File: src/rtl/stpc_pkg.sv
// Shared constants, codes and types for the two-point sensor calibration core.
// No dependencies; used by stpc_div and the top-level core.
package stpc_pkg;

  localparam int GAIN_Q = 12;
  localparam int DIV_W  = 8 + GAIN_Q;
  localparam int CNT_W  = $clog2(DIV_W + 1);

  localparam logic [15:0] GAIN_RESET = 16'(1 << (GAIN_Q - 8));
  localparam logic [15:0] GAIN_MIN   = 16'h003f;
  localparam logic [15:0] GAIN_MAX   = 16'hffff;
  localparam logic [7:0]  TEMP_MAX   = 8'd255;

  localparam logic [7:0]  MIN_TEMP_DIFF_RESET   = 8'd5;
  localparam logic [15:0] MIN_SIGNAL_DIFF_RESET = 16'd16;

  localparam logic CFG_MIN_TEMP_DIFF   = 1'b0;
  localparam logic CFG_MIN_SIGNAL_DIFF = 1'b1;

  typedef enum logic [1:0] {
    OP_CONVERT  = 2'd0,
    OP_CAL_ZERO = 2'd1,
    OP_CAL_GAIN = 2'd2,
    OP_NONE     = 2'd3
  } op_t;

  localparam logic [2:0] ST_OK         = 3'd0;
  localparam logic [2:0] ST_NO_FIRST   = 3'd1;
  localparam logic [2:0] ST_FALL_RISE  = 3'd2;
  localparam logic [2:0] ST_RISE_FALL  = 3'd3;
  localparam logic [2:0] ST_TEMP_GAP   = 3'd4;
  localparam logic [2:0] ST_SIGNAL_GAP = 3'd5;

  typedef struct packed {
    logic             start;
    logic [DIV_W-1:0] dividend;
    logic [15:0]      divisor;
  } div_req_t;

  typedef struct packed {
    logic             busy;
    logic             done;
    logic [DIV_W-1:0] quotient;
  } div_rsp_t;

endpackage

File: src/rtl/stpc_if.sv
// Channel interfaces: input items and result items, valid/ready handshake.
// Depends on nothing.
interface stpc_in_if;
  logic        valid;
  logic        ready;
  logic [1:0]  op;
  logic [15:0] signal;
  logic [7:0]  target_temp;

  modport source (output valid, op, signal, target_temp, input ready);
  modport sink   (input valid, op, signal, target_temp, output ready);
endinterface

interface stpc_out_if;
  logic        valid;
  logic        ready;
  logic [7:0]  temperature;
  logic        low_over;
  logic        high_over;
  logic [2:0]  status;
  logic [15:0] gain_now;
  logic [15:0] zero_now;

  modport source (output valid, temperature, low_over, high_over, status, gain_now, zero_now,
                  input ready);
  modport sink   (input valid, temperature, low_over, high_over, status, gain_now, zero_now,
                  output ready);
endinterface

File: src/rtl/stpc_div.sv
// Shared restoring divider, one quotient bit per cycle.
// Depends on stpc_pkg.
module stpc_div (
  input  logic               clk,
  input  logic               rst,
  input  stpc_pkg::div_req_t req,
  output stpc_pkg::div_rsp_t rsp
);

  logic                         busy;
  logic                         done;
  logic [stpc_pkg::CNT_W-1:0]   cnt;
  logic [15:0]                  rem;
  logic [15:0]                  dsr;
  logic [stpc_pkg::DIV_W-1:0]   quo;
  logic [16:0]                  rem_shift;
  logic                         ge;
  logic [16:0]                  rem_next;

  assign rem_shift = {rem, quo[stpc_pkg::DIV_W-1]};
  assign ge        = rem_shift >= {1'b0, dsr};
  assign rem_next  = ge ? rem_shift - {1'b0, dsr} : rem_shift;

  always_ff @(posedge clk) begin
    if (rst) begin
      busy <= 1'b0;
      done <= 1'b0;
      cnt  <= '0;
    end else begin
      done <= 1'b0;
      if (req.start) begin
        busy <= 1'b1;
        cnt  <= stpc_pkg::CNT_W'(stpc_pkg::DIV_W);
      end else if (busy) begin
        cnt <= cnt - 1'b1;
        if (cnt == stpc_pkg::CNT_W'(1)) begin
          busy <= 1'b0;
          done <= 1'b1;
        end
      end
    end
  end

  always_ff @(posedge clk) begin
    if (req.start) begin
      quo <= req.dividend;
      dsr <= req.divisor;
      rem <= '0;
    end else if (busy) begin
      rem <= rem_next[15:0];
      quo <= {quo[stpc_pkg::DIV_W-2:0], ge};
    end
  end

  assign rsp.busy     = busy;
  assign rsp.done     = done;
  assign rsp.quotient = quo;

endmodule

File: src/rtl/sensor_two_point_calibration_core.sv
// Top level: calibration state, sequencer, convert multiplier and result register.
// Depends on stpc_pkg, stpc_if (stpc_in_if, stpc_out_if) and stpc_div.
//
//   channel   dir  handshake      payload
//   in_item   in   valid/ready    op, signal, target_temp
//   out_item  out  valid/ready    temperature, low_over, high_over, status, gain_now, zero_now
//   cfg       in   cfg_we         cfg_index, cfg_data
//
// Convert: one 16x16 multiply, then range check.
// Calibrate: up to three divisions on the shared divider, one after another.
// One transaction in flight; in_item.ready is high only while the sequencer is idle,
// and a finished result waits in the output register while the next item is taken.
// rst is synchronous and clears the sequencer, configuration, calibration state and out_item.valid.
module sensor_two_point_calibration_core (
  input  logic              clk,
  input  logic              rst,
  input  logic              cfg_we,
  input  logic              cfg_index,
  input  logic [15:0]       cfg_data,
  stpc_in_if.sink           in_item,
  stpc_out_if.source        out_item
);

  typedef enum logic [9:0] {
    S_IDLE      = 10'b0000000001,
    S_EVAL      = 10'b0000000010,
    S_CUR_WAIT  = 10'b0000000100,
    S_CHECK     = 10'b0000001000,
    S_GAIN_WAIT = 10'b0000010000,
    S_ZERO_GO   = 10'b0000100000,
    S_ZERO_WAIT = 10'b0001000000,
    S_MUL       = 10'b0010000000,
    S_CONV      = 10'b0100000000,
    S_DONE      = 10'b1000000000
  } state_t;

  state_t      state;

  logic [7:0]  min_temp_diff;
  logic [15:0] min_signal_diff;

  logic [15:0] zero_point;
  logic [15:0] gain_value;
  logic [7:0]  last_temp;
  logic        low_flag;
  logic        high_flag;
  logic        first_point_done;
  logic [7:0]  prev_cal_temp;
  logic [15:0] prev_cal_signal;

  stpc_pkg::op_t op;
  logic [15:0] smp;
  logic [7:0]  tgt;
  logic [15:0] cur;
  logic [2:0]  status;
  logic [31:0] prod;
  logic        below;

  stpc_pkg::div_req_t div_req;
  stpc_pkg::div_rsp_t div_rsp;

  logic [7:0]  tdiff;
  logic [15:0] sdiff;
  logic [2:0]  check_status;
  logic [stpc_pkg::DIV_W-1:0] q;
  logic [15:0] gain_clamped;

  stpc_div u_div (
    .clk (clk),
    .rst (rst),
    .req (div_req),
    .rsp (div_rsp)
  );

  assign q = div_rsp.quotient;

  always_comb begin
    check_status = stpc_pkg::ST_OK;
    if (prev_cal_temp > tgt) begin
      tdiff = prev_cal_temp - tgt;
      sdiff = prev_cal_signal - cur;
      if (prev_cal_signal < cur) check_status = stpc_pkg::ST_FALL_RISE;
    end else begin
      tdiff = tgt - prev_cal_temp;
      sdiff = cur - prev_cal_signal;
      if (cur < prev_cal_signal) check_status = stpc_pkg::ST_RISE_FALL;
    end
    if (check_status == stpc_pkg::ST_OK) begin
      if (tdiff < min_temp_diff) begin
        check_status = stpc_pkg::ST_TEMP_GAP;
      end else if (sdiff < min_signal_diff || sdiff == 16'd0) begin
        check_status = stpc_pkg::ST_SIGNAL_GAP;
      end
    end
  end

  always_comb begin
    if (q > stpc_pkg::DIV_W'(stpc_pkg::GAIN_MAX)) begin
      gain_clamped = stpc_pkg::GAIN_MAX;
    end else if (q < stpc_pkg::DIV_W'(stpc_pkg::GAIN_MIN)) begin
      gain_clamped = stpc_pkg::GAIN_MIN;
    end else begin
      gain_clamped = q[15:0];
    end
  end

  always_comb begin
    div_req.start    = 1'b0;
    div_req.dividend = {tgt, {stpc_pkg::GAIN_Q{1'b0}}};
    div_req.divisor  = gain_value;
    case (state)
      S_EVAL: begin
        if ((op == stpc_pkg::OP_CAL_ZERO || (op == stpc_pkg::OP_CAL_GAIN && first_point_done))
            && (low_flag || high_flag)) begin
          div_req.start    = 1'b1;
          div_req.dividend = {last_temp, {stpc_pkg::GAIN_Q{1'b0}}};
        end
      end
      S_CHECK: begin
        if (op == stpc_pkg::OP_CAL_GAIN && check_status == stpc_pkg::ST_OK) begin
          div_req.start    = 1'b1;
          div_req.dividend = {tdiff, {stpc_pkg::GAIN_Q{1'b0}}};
          div_req.divisor  = sdiff;
        end
      end
      S_ZERO_GO: div_req.start = 1'b1;
      default: ;
    endcase
  end

  assign in_item.ready = (state == S_IDLE);

  always_ff @(posedge clk) begin
    if (rst) begin
      state            <= S_IDLE;
      min_temp_diff    <= stpc_pkg::MIN_TEMP_DIFF_RESET;
      min_signal_diff  <= stpc_pkg::MIN_SIGNAL_DIFF_RESET;
      zero_point       <= '0;
      gain_value       <= stpc_pkg::GAIN_RESET;
      last_temp        <= '0;
      low_flag         <= 1'b0;
      high_flag        <= 1'b0;
      first_point_done <= 1'b0;
      prev_cal_temp    <= '0;
      prev_cal_signal  <= '0;
      out_item.valid   <= 1'b0;
    end else begin
      if (cfg_we) begin
        case (cfg_index)
          stpc_pkg::CFG_MIN_TEMP_DIFF:   min_temp_diff   <= cfg_data[7:0];
          stpc_pkg::CFG_MIN_SIGNAL_DIFF: min_signal_diff <= cfg_data;
          default: ;
        endcase
      end
      if (out_item.valid && out_item.ready && state != S_DONE) out_item.valid <= 1'b0;

      case (state)
        S_IDLE: begin
          if (in_item.valid) state <= S_EVAL;
        end
        S_EVAL: begin
          case (op)
            stpc_pkg::OP_CONVERT: state <= S_MUL;
            stpc_pkg::OP_CAL_ZERO, stpc_pkg::OP_CAL_GAIN: begin
              if (op == stpc_pkg::OP_CAL_GAIN && !first_point_done) begin
                state <= S_DONE;
              end else if (low_flag || high_flag) begin
                state <= S_CUR_WAIT;
              end else begin
                state <= S_CHECK;
              end
            end
            default: state <= S_DONE;
          endcase
        end
        S_CUR_WAIT: begin
          if (div_rsp.done) state <= S_CHECK;
        end
        S_CHECK: begin
          if (op != stpc_pkg::OP_CAL_GAIN) begin
            state <= S_ZERO_GO;
          end else if (check_status == stpc_pkg::ST_OK) begin
            state <= S_GAIN_WAIT;
          end else begin
            state <= S_DONE;
          end
        end
        S_GAIN_WAIT: begin
          if (div_rsp.done) begin
            gain_value <= gain_clamped;
            state      <= S_ZERO_GO;
          end
        end
        S_ZERO_GO: state <= S_ZERO_WAIT;
        S_ZERO_WAIT: begin
          if (div_rsp.done) begin
            zero_point       <= cur - q[15:0];
            prev_cal_temp    <= tgt;
            prev_cal_signal  <= cur;
            first_point_done <= 1'b1;
            state            <= S_DONE;
          end
        end
        S_MUL: state <= S_CONV;
        S_CONV: begin
          if (below) begin
            last_temp <= '0;
            low_flag  <= 1'b1;
          end else if ((prod >> (stpc_pkg::GAIN_Q + 8)) != 32'd0) begin
            last_temp <= stpc_pkg::TEMP_MAX;
            high_flag <= 1'b1;
          end else begin
            last_temp <= 8'(prod >> stpc_pkg::GAIN_Q);
            low_flag  <= 1'b0;
            high_flag <= 1'b0;
          end
          state <= S_DONE;
        end
        S_DONE: begin
          if (!out_item.valid || out_item.ready) begin
            out_item.valid <= 1'b1;
            state          <= S_IDLE;
          end
        end
        default: state <= S_IDLE;
      endcase
    end
  end

  always_ff @(posedge clk) begin
    case (state)
      S_IDLE: begin
        op     <= stpc_pkg::op_t'(in_item.op);
        smp    <= in_item.signal;
        tgt    <= in_item.target_temp;
        status <= stpc_pkg::ST_OK;
      end
      S_EVAL: begin
        cur <= smp;
        if (op == stpc_pkg::OP_CAL_GAIN && !first_point_done) status <= stpc_pkg::ST_NO_FIRST;
      end
      S_CUR_WAIT: begin
        if (div_rsp.done) cur <= q[15:0] + zero_point;
      end
      S_CHECK: status <= (op == stpc_pkg::OP_CAL_GAIN) ? check_status : stpc_pkg::ST_OK;
      S_MUL: begin
        below <= smp < zero_point;
        prod  <= 32'(smp - zero_point) * 32'(gain_value);
      end
      S_DONE: begin
        if (!out_item.valid || out_item.ready) begin
          out_item.temperature <= last_temp;
          out_item.low_over    <= low_flag;
          out_item.high_over   <= high_flag;
          out_item.status      <= status;
          out_item.gain_now    <= gain_value;
          out_item.zero_now    <= zero_point;
        end
      end
      default: ;
    endcase
  end

endmodule
File: src/flat_wrapper.sv
// flat-port wrapper written by rule: the top's interface ports become plain ports
module sensor_two_point_calibration_core_flat 
  (clk, rst, cfg_we, cfg_index, cfg_data, in_item_valid, in_item_op, in_item_signal, in_item_target_temp, in_item_ready, out_item_valid, out_item_temperature, out_item_low_over, out_item_high_over, out_item_status, out_item_gain_now, out_item_zero_now, out_item_ready);
  stpc_in_if in_item_i ();
  stpc_out_if out_item_i ();
  input  logic clk;
  input  logic rst;
  input  logic cfg_we;
  input  logic cfg_index;
  input  logic [15:0] cfg_data;
  input wire logic [$bits(in_item_i.valid)-1:0] in_item_valid;
  input wire logic [$bits(in_item_i.op)-1:0] in_item_op;
  input wire logic [$bits(in_item_i.signal)-1:0] in_item_signal;
  input wire logic [$bits(in_item_i.target_temp)-1:0] in_item_target_temp;
  output wire logic [$bits(in_item_i.ready)-1:0] in_item_ready;
  output wire logic [$bits(out_item_i.valid)-1:0] out_item_valid;
  output wire logic [$bits(out_item_i.temperature)-1:0] out_item_temperature;
  output wire logic [$bits(out_item_i.low_over)-1:0] out_item_low_over;
  output wire logic [$bits(out_item_i.high_over)-1:0] out_item_high_over;
  output wire logic [$bits(out_item_i.status)-1:0] out_item_status;
  output wire logic [$bits(out_item_i.gain_now)-1:0] out_item_gain_now;
  output wire logic [$bits(out_item_i.zero_now)-1:0] out_item_zero_now;
  input wire logic [$bits(out_item_i.ready)-1:0] out_item_ready;
  assign in_item_i.valid = in_item_valid;
  assign in_item_i.op = in_item_op;
  assign in_item_i.signal = in_item_signal;
  assign in_item_i.target_temp = in_item_target_temp;
  assign in_item_ready = in_item_i.ready;
  assign out_item_valid = out_item_i.valid;
  assign out_item_temperature = out_item_i.temperature;
  assign out_item_low_over = out_item_i.low_over;
  assign out_item_high_over = out_item_i.high_over;
  assign out_item_status = out_item_i.status;
  assign out_item_gain_now = out_item_i.gain_now;
  assign out_item_zero_now = out_item_i.zero_now;
  assign out_item_i.ready = out_item_ready;
  sensor_two_point_calibration_core u_core (.clk(clk), .rst(rst), .cfg_we(cfg_we), .cfg_index(cfg_index), .cfg_data(cfg_data), .in_item(in_item_i), .out_item(out_item_i));
endmodule
File: config.mk
export PLATFORM = sky130hd
export DESIGN_NAME = sensor_two_point_calibration_core_flat
export DESIGN_NICKNAME = d
export VERILOG_FILES = /design/src/rtl/stpc_pkg.sv /design/src/rtl/stpc_if.sv /design/src/rtl/stpc_div.sv /design/src/rtl/sensor_two_point_calibration_core.sv /design/src/flat_wrapper.sv
export SDC_FILE = /design/constraint.sdc
export NUM_CORES = 1
export LEC_CHECK = 0
export BUFFER_PORTS_ARGS = -buffer_cell sky130_fd_sc_hd__buf_2
export CAP_MARGIN = 20
export CORE_ASPECT_RATIO = 0.75
export CORE_MARGIN = 5
export CORE_UTILIZATION = 50
export CTS_CLUSTER_SIZE = 8
export DETAILED_ROUTE_END_ITERATION = 12
export PLACE_DENSITY = 0.67
export SYNTH_ARGS = -nofsm -noshare
export SYNTH_HDL_FRONTEND = slang
export SYNTH_SLANG_ARGS = --single-unit
export TNS_END_PERCENT = 1
File: constraint.sdc
create_clock -name clk -period 13.2 [get_ports clk]
set_input_delay 1.98 -clock clk [delete_from_list [all_inputs] [get_ports clk]]
set_output_delay 1.98 -clock clk [all_outputs]
set_load 0.05 [all_outputs]
==> After elaboration in Yosys (flattened, before gate mapping) <==
Index checks and enable logic that the tools add are counted.
{ "totals": {"out_inout_bits": 47, "inputBits": 48, "word_cells": 157, "ff_bits": 284} }
{ "classes": {"n_lt_le_gt_ge": 9, "reduce_logical": 33, "mux": 48, "bitwise": 3, "n_addsub": 9, "multipliers": 1, "eq_ne": 22} }
{ "ops": {"columns": ["operator", "n"], "rows": [
  ["$pmux 10 s10", 1],
  ["$mux 16", 6],
  ["$mux 10", 8],
  ["$lt 16x16->1", 4],
  ["$sub 16x16->16", 4],
  ["$mux 20", 2],
  ["$pmux 20 s2", 1],
  ["$mux 37", 1],
  ["$mul 32x16->32", 1],
  ["$pmux 16 s2", 1],
  ["$reduce_bool 32->1", 1],
  ["$mux 8", 3],
  ["$mux 21", 1],
  ["$gt 20x16->1 const B", 1],
  ["$lt 20x6->1 const B", 1],
  ["$pmux 10 s2", 1],
  ["$mux 3", 6],
  ["$reduce_and 2->1", 9],
  ["$ge 17x16->1", 1],
  ["$sub 16x16->17", 1],
  ["$add 16x16->16", 1],
  ["$logic_not 16->1", 1],
  ["$sub 8x8->8", 2],
  ["$eq 10x1->1 const B", 1],
  ["other kinds (35)", 66]
]} }

==> Logic depth before layout (Yosys ltp) <==
Gate-level depths: netlist of run 1.
{ "depth": {"ltp_word": 12, "mapped_depth": 36, "depth_no_buf": 35} }

==> By module <==
A second synthesis of run 1 with hierarchy kept.
{ "hier_totals": {"cells_unflattened": 2770, "hier_area_um2": 25872.3} }
{ "by_module_without_submodules": {"columns": ["mod", "area_each_um2", "seq_area_each_um2", "cells_each", "n_inst"], "rows": [
  ["sensor_two_point_calibration_core", 22683.0, 5375.2, 2486, 1],
  ["stpc_div", 3189.3, 1541.5, 284, 1]
]} }

==> Worst setup path after synthesis of run 1 <==
No wires, ideal clock.
{ "synth_path": {"path_kind": "reg-to-reg", "start": "reg u_core.smp[2]", "end": "reg u_core.prod[31], data pin", "t_arrival_ns": 7.756, "path_buffers": 1, "path_stages_with_launch": 32, "period_less_slack_ns": 8.017, "slack_ns": 5.183, "path_cell_list": "edfxtp_1 -> ha_1 -> nor2b_1 -> o21ai_0 -> a21boi_0 -> o21a_1 -> o21ai_0 -> a21oi_1 -> nor3_1 -> nor2_1 -> a211o_1 -> a21oi_1 -> clkbuf_1 -> nand2_1 -> fa_1 -> inv_1 -> fa_1 -> fa_1 -> fa_1 -> fa_1 -> inv_1 -> fa_1 -> inv_1 -> ha_1 -> a21o_1 -> a21oi_1 -> o21ai_0 -> a22o_1 -> or2_2 -> a41oi_1 -> xnor2_1 -> xnor2_1"} }
{ "synth_between": {"elab_chain_cells": 2} }
{ "synth_lines": {"columns": ["element", "line_no", "text"], "rows": [
  ["start: declaration", "sensor_two_point_calibration_core.sv:52", "logic [15:0] smp;"],
  ["start signal: assignment", "sensor_two_point_calibration_core.sv:234", "smp <= in_item.signal;"],
  ["$sub 16x16->17", "sensor_two_point_calibration_core.sv:248", "prod <= 32'(smp - zero_point) * 32'(gain_value);"],
  ["$mul 32x16->32", "sensor_two_point_calibration_core.sv:248", null],
  ["end signal: assignment", "sensor_two_point_calibration_core.sv:248", null],
  ["end: declaration", "sensor_two_point_calibration_core.sv:56", "logic [31:0] prod;"]
]} }
Every way passes these cells.
A chain may end at the register's enable or synchronous reset.

==> Worst setup path in the final report of run 1 <==
{ "layout_path": {"start": "reg u_core.zero_point[1]", "end": "reg u_core.prod[31], data pin"} }
{ "layout_between": {"elab_chain_cells": 2} }
{ "layout_lines": {"columns": ["element", "line_no", "text"], "rows": [
  ["start: declaration", "sensor_two_point_calibration_core.sv:42", "logic [15:0] zero_point;"],
  ["start signal: assignment", "sensor_two_point_calibration_core.sv:197", "zero_point <= cur - q[15:0];"],
  ["$sub 16x16->17", "sensor_two_point_calibration_core.sv:248", null],
  ["$mul 32x16->32", "sensor_two_point_calibration_core.sv:248", null]
]} }
Every way passes these cells.

==> metrics, run 1 <==
Hold Crit Class reg2reg; yosys warns 0; Primary FF master, synth edfxtp_1; count leader, synth inv_1; Top Ports 95; clk buf depth 3; fin crit period between 9 and 10 ns; Setup Buffers After CTS 0; Post-synth EDFFs approximately 150; peak supply drop approximately 0.000096 V; Synth Area in Simple Gates ~17%; Num CTS Buffers 41; LEAKAGE around 12 nW; sequential share of the synthesized area a little over a quarter; fraction of layout cells with a size suffix above 1 7.559%; CP required about 14 ns; post-synth top area cell fa_1; Final WS setup 4.163 ns; period utilization 68.47%; Final Hold Viols 0; GRT Overall Usage between 20 and 30%; Synth area leaders fa_1 (22%), edfxtp_1 (17%), dfxtp_1 (9.9%); die height about 200 um; Post-synth top cells inv_1 (445), nand2_1 (371), fa_1 (277); Die ar. 55280 um^2; Top cell by count, worst path fa_1; H-tree depth 2; Max Fclk ~110 MHz; DP Cell Count about 3500; Initial Util between 50% and 60%; FF+latch count, synth 272; clk root buf clkbuf_16; Hold-fix buffers, CTS 0; via count 20030; multiplexer area fraction after synthesis around 1.3%; CTS sink count between 200 and 300; number of global-route vias before repair approximately 20000; syn nets 3306; Site Rows just over 70; RSZ-0062 raised after global routing no; fillcell total around 4500; first-pass GRT wire length between 100 and 150 mm; # nets final around 3400; pin count of the biggest net entering global routing 89; final setup fails 0; xor/xnor share of the synthesized area between 3 and 4%; clk slew on worst S/H paths 0.05 ns; max incr delay on CP 0.59 ns; HPWL reported at the end of detailed placement approximately 53 mm; diode count 0; antenna violations before repair 3; Syn Inst Count ~2800; Horiz. Die Dim 269.8 um; number of max-cap violations 0; slowest CP cell or3_1; Pwr per Cell Area slightly above 100 nW/um^2; main combinational cell family by area after synthesis adder cells; worst skew pair latency around 0.58 ns; pre-CTS setup slack about 4.3 ns; critical path endpoint category register; Area Overhead vs Synth 9.731%; Worst Setup Start Kind register; # resized after CTS 0; Detailed Route Iter0 Violations between 1500 and 2000; drt pass-1 iters 8; r2r setup slk ~4.2 ns; Compound-Gate Fraction of Synth Area ~11%; number of remaining DRC errors 0; final slew viol count 0; Netlist cell types 76; vias per cell ~5.7; top cell type's share of synthesized area a little over a fifth; Least-Margin Pin Slew ~1.3 ns; core area around 50000 um^2; PortBufs 94; Non-Filler Instances approximately 3500; Synth async-reset ratio 0%; Critical Path AT approximately 9.3 ns; Routability Congestion 0.9309; mapped cell area about 25000 um^2; CTS tree done; GR Overflow Total 0; crit path kind reg2reg; Setup TNS 0 ns; outcome completed; Avg WL per Cell slightly below 20 um; max_slew headroom around 16%; Critical Path Fanout Max 16; Clock Skew 0.03834 ns; mean post-synth cell area around 9.1 um^2; Antenna Nets Post-Route 0; final wirelength 70.26 mm; adder-cell area share of the yosys netlist a little under a third
==> path summary, 6_finish.rpt <==
check                                    startpoint  depth (start not counted)                             endpoint
setup / recovery  u_core.zero_point[1]$_SDFFE_PP0P_                         30            u_core.prod[31]$_DFFE_PN_
hold / removal           u_core.status[2]$_DFFE_PP_                          0  u_core.out_item.status[2]$_DFFE_PP_
setup reg to reg  u_core.zero_point[1]$_SDFFE_PP0P_                         30            u_core.prod[31]$_DFFE_PN_
hold reg to reg          u_core.status[2]$_DFFE_PP_                          0  u_core.out_item.status[2]$_DFFE_PP_
==> flip-flops by register name (all words and copies together), names as in the netlist, 10 cells and up <==
signal and cells:
u_core.u_div.quo 20, u_core.gain_value 16, u_core.zero_point 16, u_core.prod 20, u_core.state 10, u_core.out_item.gain_now 16
u_core.smp 16, u_core.prev_cal_signal 16, u_core.cur 16, u_core.min_signal_diff 16, u_core.u_div.rem 16, u_core.out_item.zero_now 16
u_core.u_div.dsr 16
==> cell type report <==
| type | instances | area, um^2 | share of cell area [%] |
|---|---|---|---|
| multi-input combinational | 1955 | 16330 | 58.78 |
| sequential | 272 | 6917 | 24.90 |
| inverter | 446 | 1674 | 6.027 |
| clock buffer | 68 | 1137 | 4.094 |
| tap | 657 | 822.0 | 2.959 |
| timing repair buffer | 137 | 815.8 | 2.937 |
| clock inverter | 6 | 83.83 | 0.3018 |
==> placed cells by master (no fill, tap or decap), drive strengths merged, types with 27 or more instances in the layout <==
cell type / count
a21o: 27
a21oi: 155
and2: 114
buf: 137
clkbuf: 68
dfxtp: 125
edfxtp: 147
fa: 277
ha: 199
inv: 447
mux2i: 27
nand2: 371
nand2b: 34
nand3: 33
nor2: 169
nor2b: 52
nor3: 63
o21ai: 84
xnor2: 66
==> logic make-up (layout without fill, tap and decap cells) <==
group | after synthesis | count (layout)
xor gates and xnor gates | 90 | 90
DFF | 272 | 272
muxes | 33 | 33
buffers and inverters | 555 | 657
AOI/OAI and AO/OA | 436 | 436
adders and majority gates | 476 | 476
and+or+nand+nor | 920 | 920
==> stage by stage <==
stage	area, um^2	hold WS (ns)	utilization, %	total power [mW]
floorplan	25320	0.4003	-	1.549
detailed placement	26520	0.4066	52.94	1.840
CTS	27740	0.4176	55.37	2.861
finish	27780	0.4188	55.44	2.855
global route	27780	0.4211	55.44	3.017
global placement	26520	0.4065	52.94	1.815
==> report_power, final <==
part,switching (mW),total [mW],internal (mW)
logic,0.578,0.874,0.296
registers,0.0287,0.970,0.941
clock network,0.406,1.01,0.606
==> critical path, delay by kind of cell (launching register included) <==
family	cells	cell delay, ns
fa+ha+maj	8	3.69
simple gates	5	1.56
xor+xnor	2	0.27
buf+inv	4	0.28
compound gates	11	2.50
flops	1	0.43
==> metal layers <==
metal	up-vias	wire, um	GRT usage, %
met5	-	27	0
met4	4	1581	6.139
met3	123	6948	5.211
met2	887	29650	38.76
met1	9799	32050	38.26
li1	9219	-	-
Note: power is estimated with default switching activity, not from simulation.
==> run 2, diff against run 1 <==
--- a/config.mk
+++ b/config.mk
@@ -12,7 +12,7 @@
 export CORE_UTILIZATION = 50
 export CTS_CLUSTER_SIZE = 8
 export DETAILED_ROUTE_END_ITERATION = 12
-export PLACE_DENSITY = 0.67
+export PLACE_DENSITY = 0.69
 export SYNTH_ARGS = -nofsm -noshare
 export SYNTH_HDL_FRONTEND = slang
 export SYNTH_SLANG_ARGS = --single-unit
==> constraint.sdc (replaced) <==
create_clock -name clk -period 8.3 [get_ports clk]
set_input_delay 1.245 -clock clk [delete_from_list [all_inputs] [get_ports clk]]
set_output_delay 1.245 -clock clk [all_outputs]
set_load 0.05 [all_outputs]
==> run 2 against run 1 <==
  * Worst setup slack got worse by 3.9 ns
  * Sequential share of layout area fell by 0.38 points
  * Design area rose by 1.6%
  * Via count rose by 1.1%
  * Clock power rose by 53%
  * Utilization rose by 0.86 points
  * Clock-buffer cell count rose by 2
  * Non-clock buffer count rose by 33
  * Critical endpoint is now u_core.prod[29]$_DFFE_PN_
==> metrics, run 2 (same netlist as run 1, synthesis figures left out) <==
outcome completed; final wirelength 71.50 mm (+1.8%); met3 Usage GRT 6.089% (+0.88 points); first-pass GRT wire length 114.0 mm (+1.5%); worst skew pair latency 0.56 ns (-0.02 ns); FF-to-FF Start u_core.smp[0]$_DFFE_PP_; DP Cell Count 3492 (+0.78%); number of max-cap violations 0 (unchanged); PortBufs 94 (unchanged); Antenna Nets Post-Route 0 (unchanged); Area Overhead vs Synth 11.44%; # nets final 3409 (+0.95%); core area 50100 um^2 (unchanged); Final Hold Viols 0 (unchanged); Routability Congestion 0.9465 (+1.7%); fraction of layout cells with a size suffix above 1 9.568% (+2.0 points); Top Ports 95 (unchanged); pin count of the biggest net entering global routing 63 (-29%); vias per cell 5.663 (about the same); Initial Util 50.53% (unchanged); fin crit period 8.020 ns (-1.018 ns); Setup TNS 0 ns (unchanged); final setup fails 0 (unchanged); GR Overflow Total 0 (unchanged); CTS sink count 272 (unchanged); Critical Path Fanout Max 14 (-2); final core occ 56.31% (+0.86 points); Tot Pwr 4.577 mW (+60%); max incr delay on CP 0.57 ns (-0.02 ns); gr busiest metal met2; Largest regs u_core.prod x20, u_core.u_div.quo x20; slowest CP cell fa_1; number of remaining DRC errors 0 (unchanged); minimum hold slack 0.4168 ns (-0.001933 ns); Worst Setup Start Kind register; critical path endpoint category register; clk slew on worst S/H paths 0.05 ns (about the same); clk buf depth 3 (unchanged); r2r setup slk 0.28 ns (-3.88 ns); Num CTS Buffers 40 (-2.4%); drt pass-1 iters 6 (-2); Clock Skew 0.03229 ns (-0.006057 ns); peak supply drop 0.0001273 V (+33%); Site Rows 71 (unchanged); Hold Crit Class reg2reg; fillcell total 4471 (-0.58%); period utilization 96.62% (+28 points); LEAKAGE 12.59 nW (+1.5%); via count 20240 (+1.1%); CP required 8.60 ns (-4.90 ns); number of global-route vias before repair 20670 (+2.2%); commonest non-fill, non-tap cell in the layout inv_1; HPWL reported at the end of detailed placement 55.58 mm (+5.4%); Top cell by count, worst path fa_1; Detailed Route Iter0 Violations 2119 (+9.5%); max_slew headroom 19.97% (+4.2 points); GR met1 Demand/Resource 37.56% (-0.70 points); GRT Overall Usage 26.12% (+0.45 points); Critical Path AT 8.31 ns (-1.03 ns); antenna violations before repair 4 (+1); Die ar. 55280 um^2 (unchanged); Non-Filler Instances 3575 (+0.96%); CTS tree done; crit path launch u_core.smp[0]$_DFFE_PP_; Pwr per Cell Area 162.3 nW/um^2 (+58%); reg2reg path depth 34 (+13%); H-tree depth 2 (unchanged); Horiz. Die Dim 269.8 um (unchanged); Avg WL per Cell 20.00 um (+0.80%); reg2reg end u_core.prod[29]$_DFFE_PN_; most frequent cells in the layout inv_1 (442), nand2_1 (369), fa_1 (274), ha_1 (194), nor2_1 (167); met2 usage 39.88% (+1.1 points); clk root buf clkbuf_16; final slew viol count 0 (unchanged); crit path kind reg2reg; Setup crit end u_core.prod[29]$_DFFE_PN_; Max Fclk 124.7 MHz (+13%); die height 204.9 um (unchanged); Least-Margin Pin Slew 1.185 ns (-0.07531 ns)
-- run 2: routing by layer --
layer | share of wire [%] | wire, um
met5 | 0.045 | 32
met1 | 44 | 31330
met4 | 2.8 | 2004
met3 | 10 | 7137
met2 | 43 | 31000
-- run 2: worst max-delay path: cells and delay by family, from the launching register on --
family	cells	cell delay, ns
AOI/OAI and AO/OA	13	2.35
xor gates and xnor gates	2	0.31
adders and majority gates	9	3.88
buffers and inverters	6	0.53
DFF	1	0.34
and+or+nand+nor	4	0.35
-- run 2: worst min-delay path by stage --
stage / startpoint / to / depth (start not counted)
5_1_grt: u_core.status[0]$_DFFE_PP_ / u_core.out_item.status[0]$_DFFE_PP_ / 0
4_1_cts: u_core.status[0]$_DFFE_PP_ / u_core.out_item.status[0]$_DFFE_PP_ / 0
3_3_place_gp: u_core.status[0]$_DFFE_PP_ / u_core.out_item.status[0]$_DFFE_PP_ / 0
6_report: u_core.status[0]$_DFFE_PP_ / u_core.out_item.status[0]$_DFFE_PP_ / 0
3_5_place_dp: u_core.status[0]$_DFFE_PP_ / u_core.out_item.status[0]$_DFFE_PP_ / 0
2_1_floorplan: u_core.status[0]$_DFFE_PP_ / u_core.out_item.status[0]$_DFFE_PP_ / 0
-- run 2: timing repair --
item	CTS	global route
pin swaps	0	21
gates resized for setup	5	46
setup buffers	2	5
setup endpoints to repair	3	13
hold buffers	0	0
-- run 2: report_power, final --
group | internal (mW) | total, mW | switching, mW
combinational | 0.576 | 1.48 | 0.906
clock | 0.928 | 1.55 | 0.620
sequential | 1.50 | 1.55 | 0.0508
-- run 2: final cells by class --
type | instances | area [um^2] | share of cell area, %
Antenna cell | 2 | 5.005 | 0.01774
Clock buffer | 70 | 1145 | 4.058
Clock inverter | 3 | 22.52 | 0.07983
Inverter | 446 | 1674 | 5.934
Multi-Input combinational cell | 1955 | 16460 | 58.35
Sequential cell | 272 | 6917 | 24.52
Tap cell | 657 | 822.0 | 2.914
Timing Repair Buffer | 170 | 1165 | 4.129
-- run 2: metrics by stage --
step | worst slack (ns) | instance area [um^2]
2_1_floorplan | 0.2828 | 25320
3_3_place_gp | 0.1242 | 26800
3_5_place_dp | -0.05691 | 26800
4_1_cts | 0.009045 | 27990
5_1_grt | -0.03571 | 28210
6_report | 0.2804 | 28210
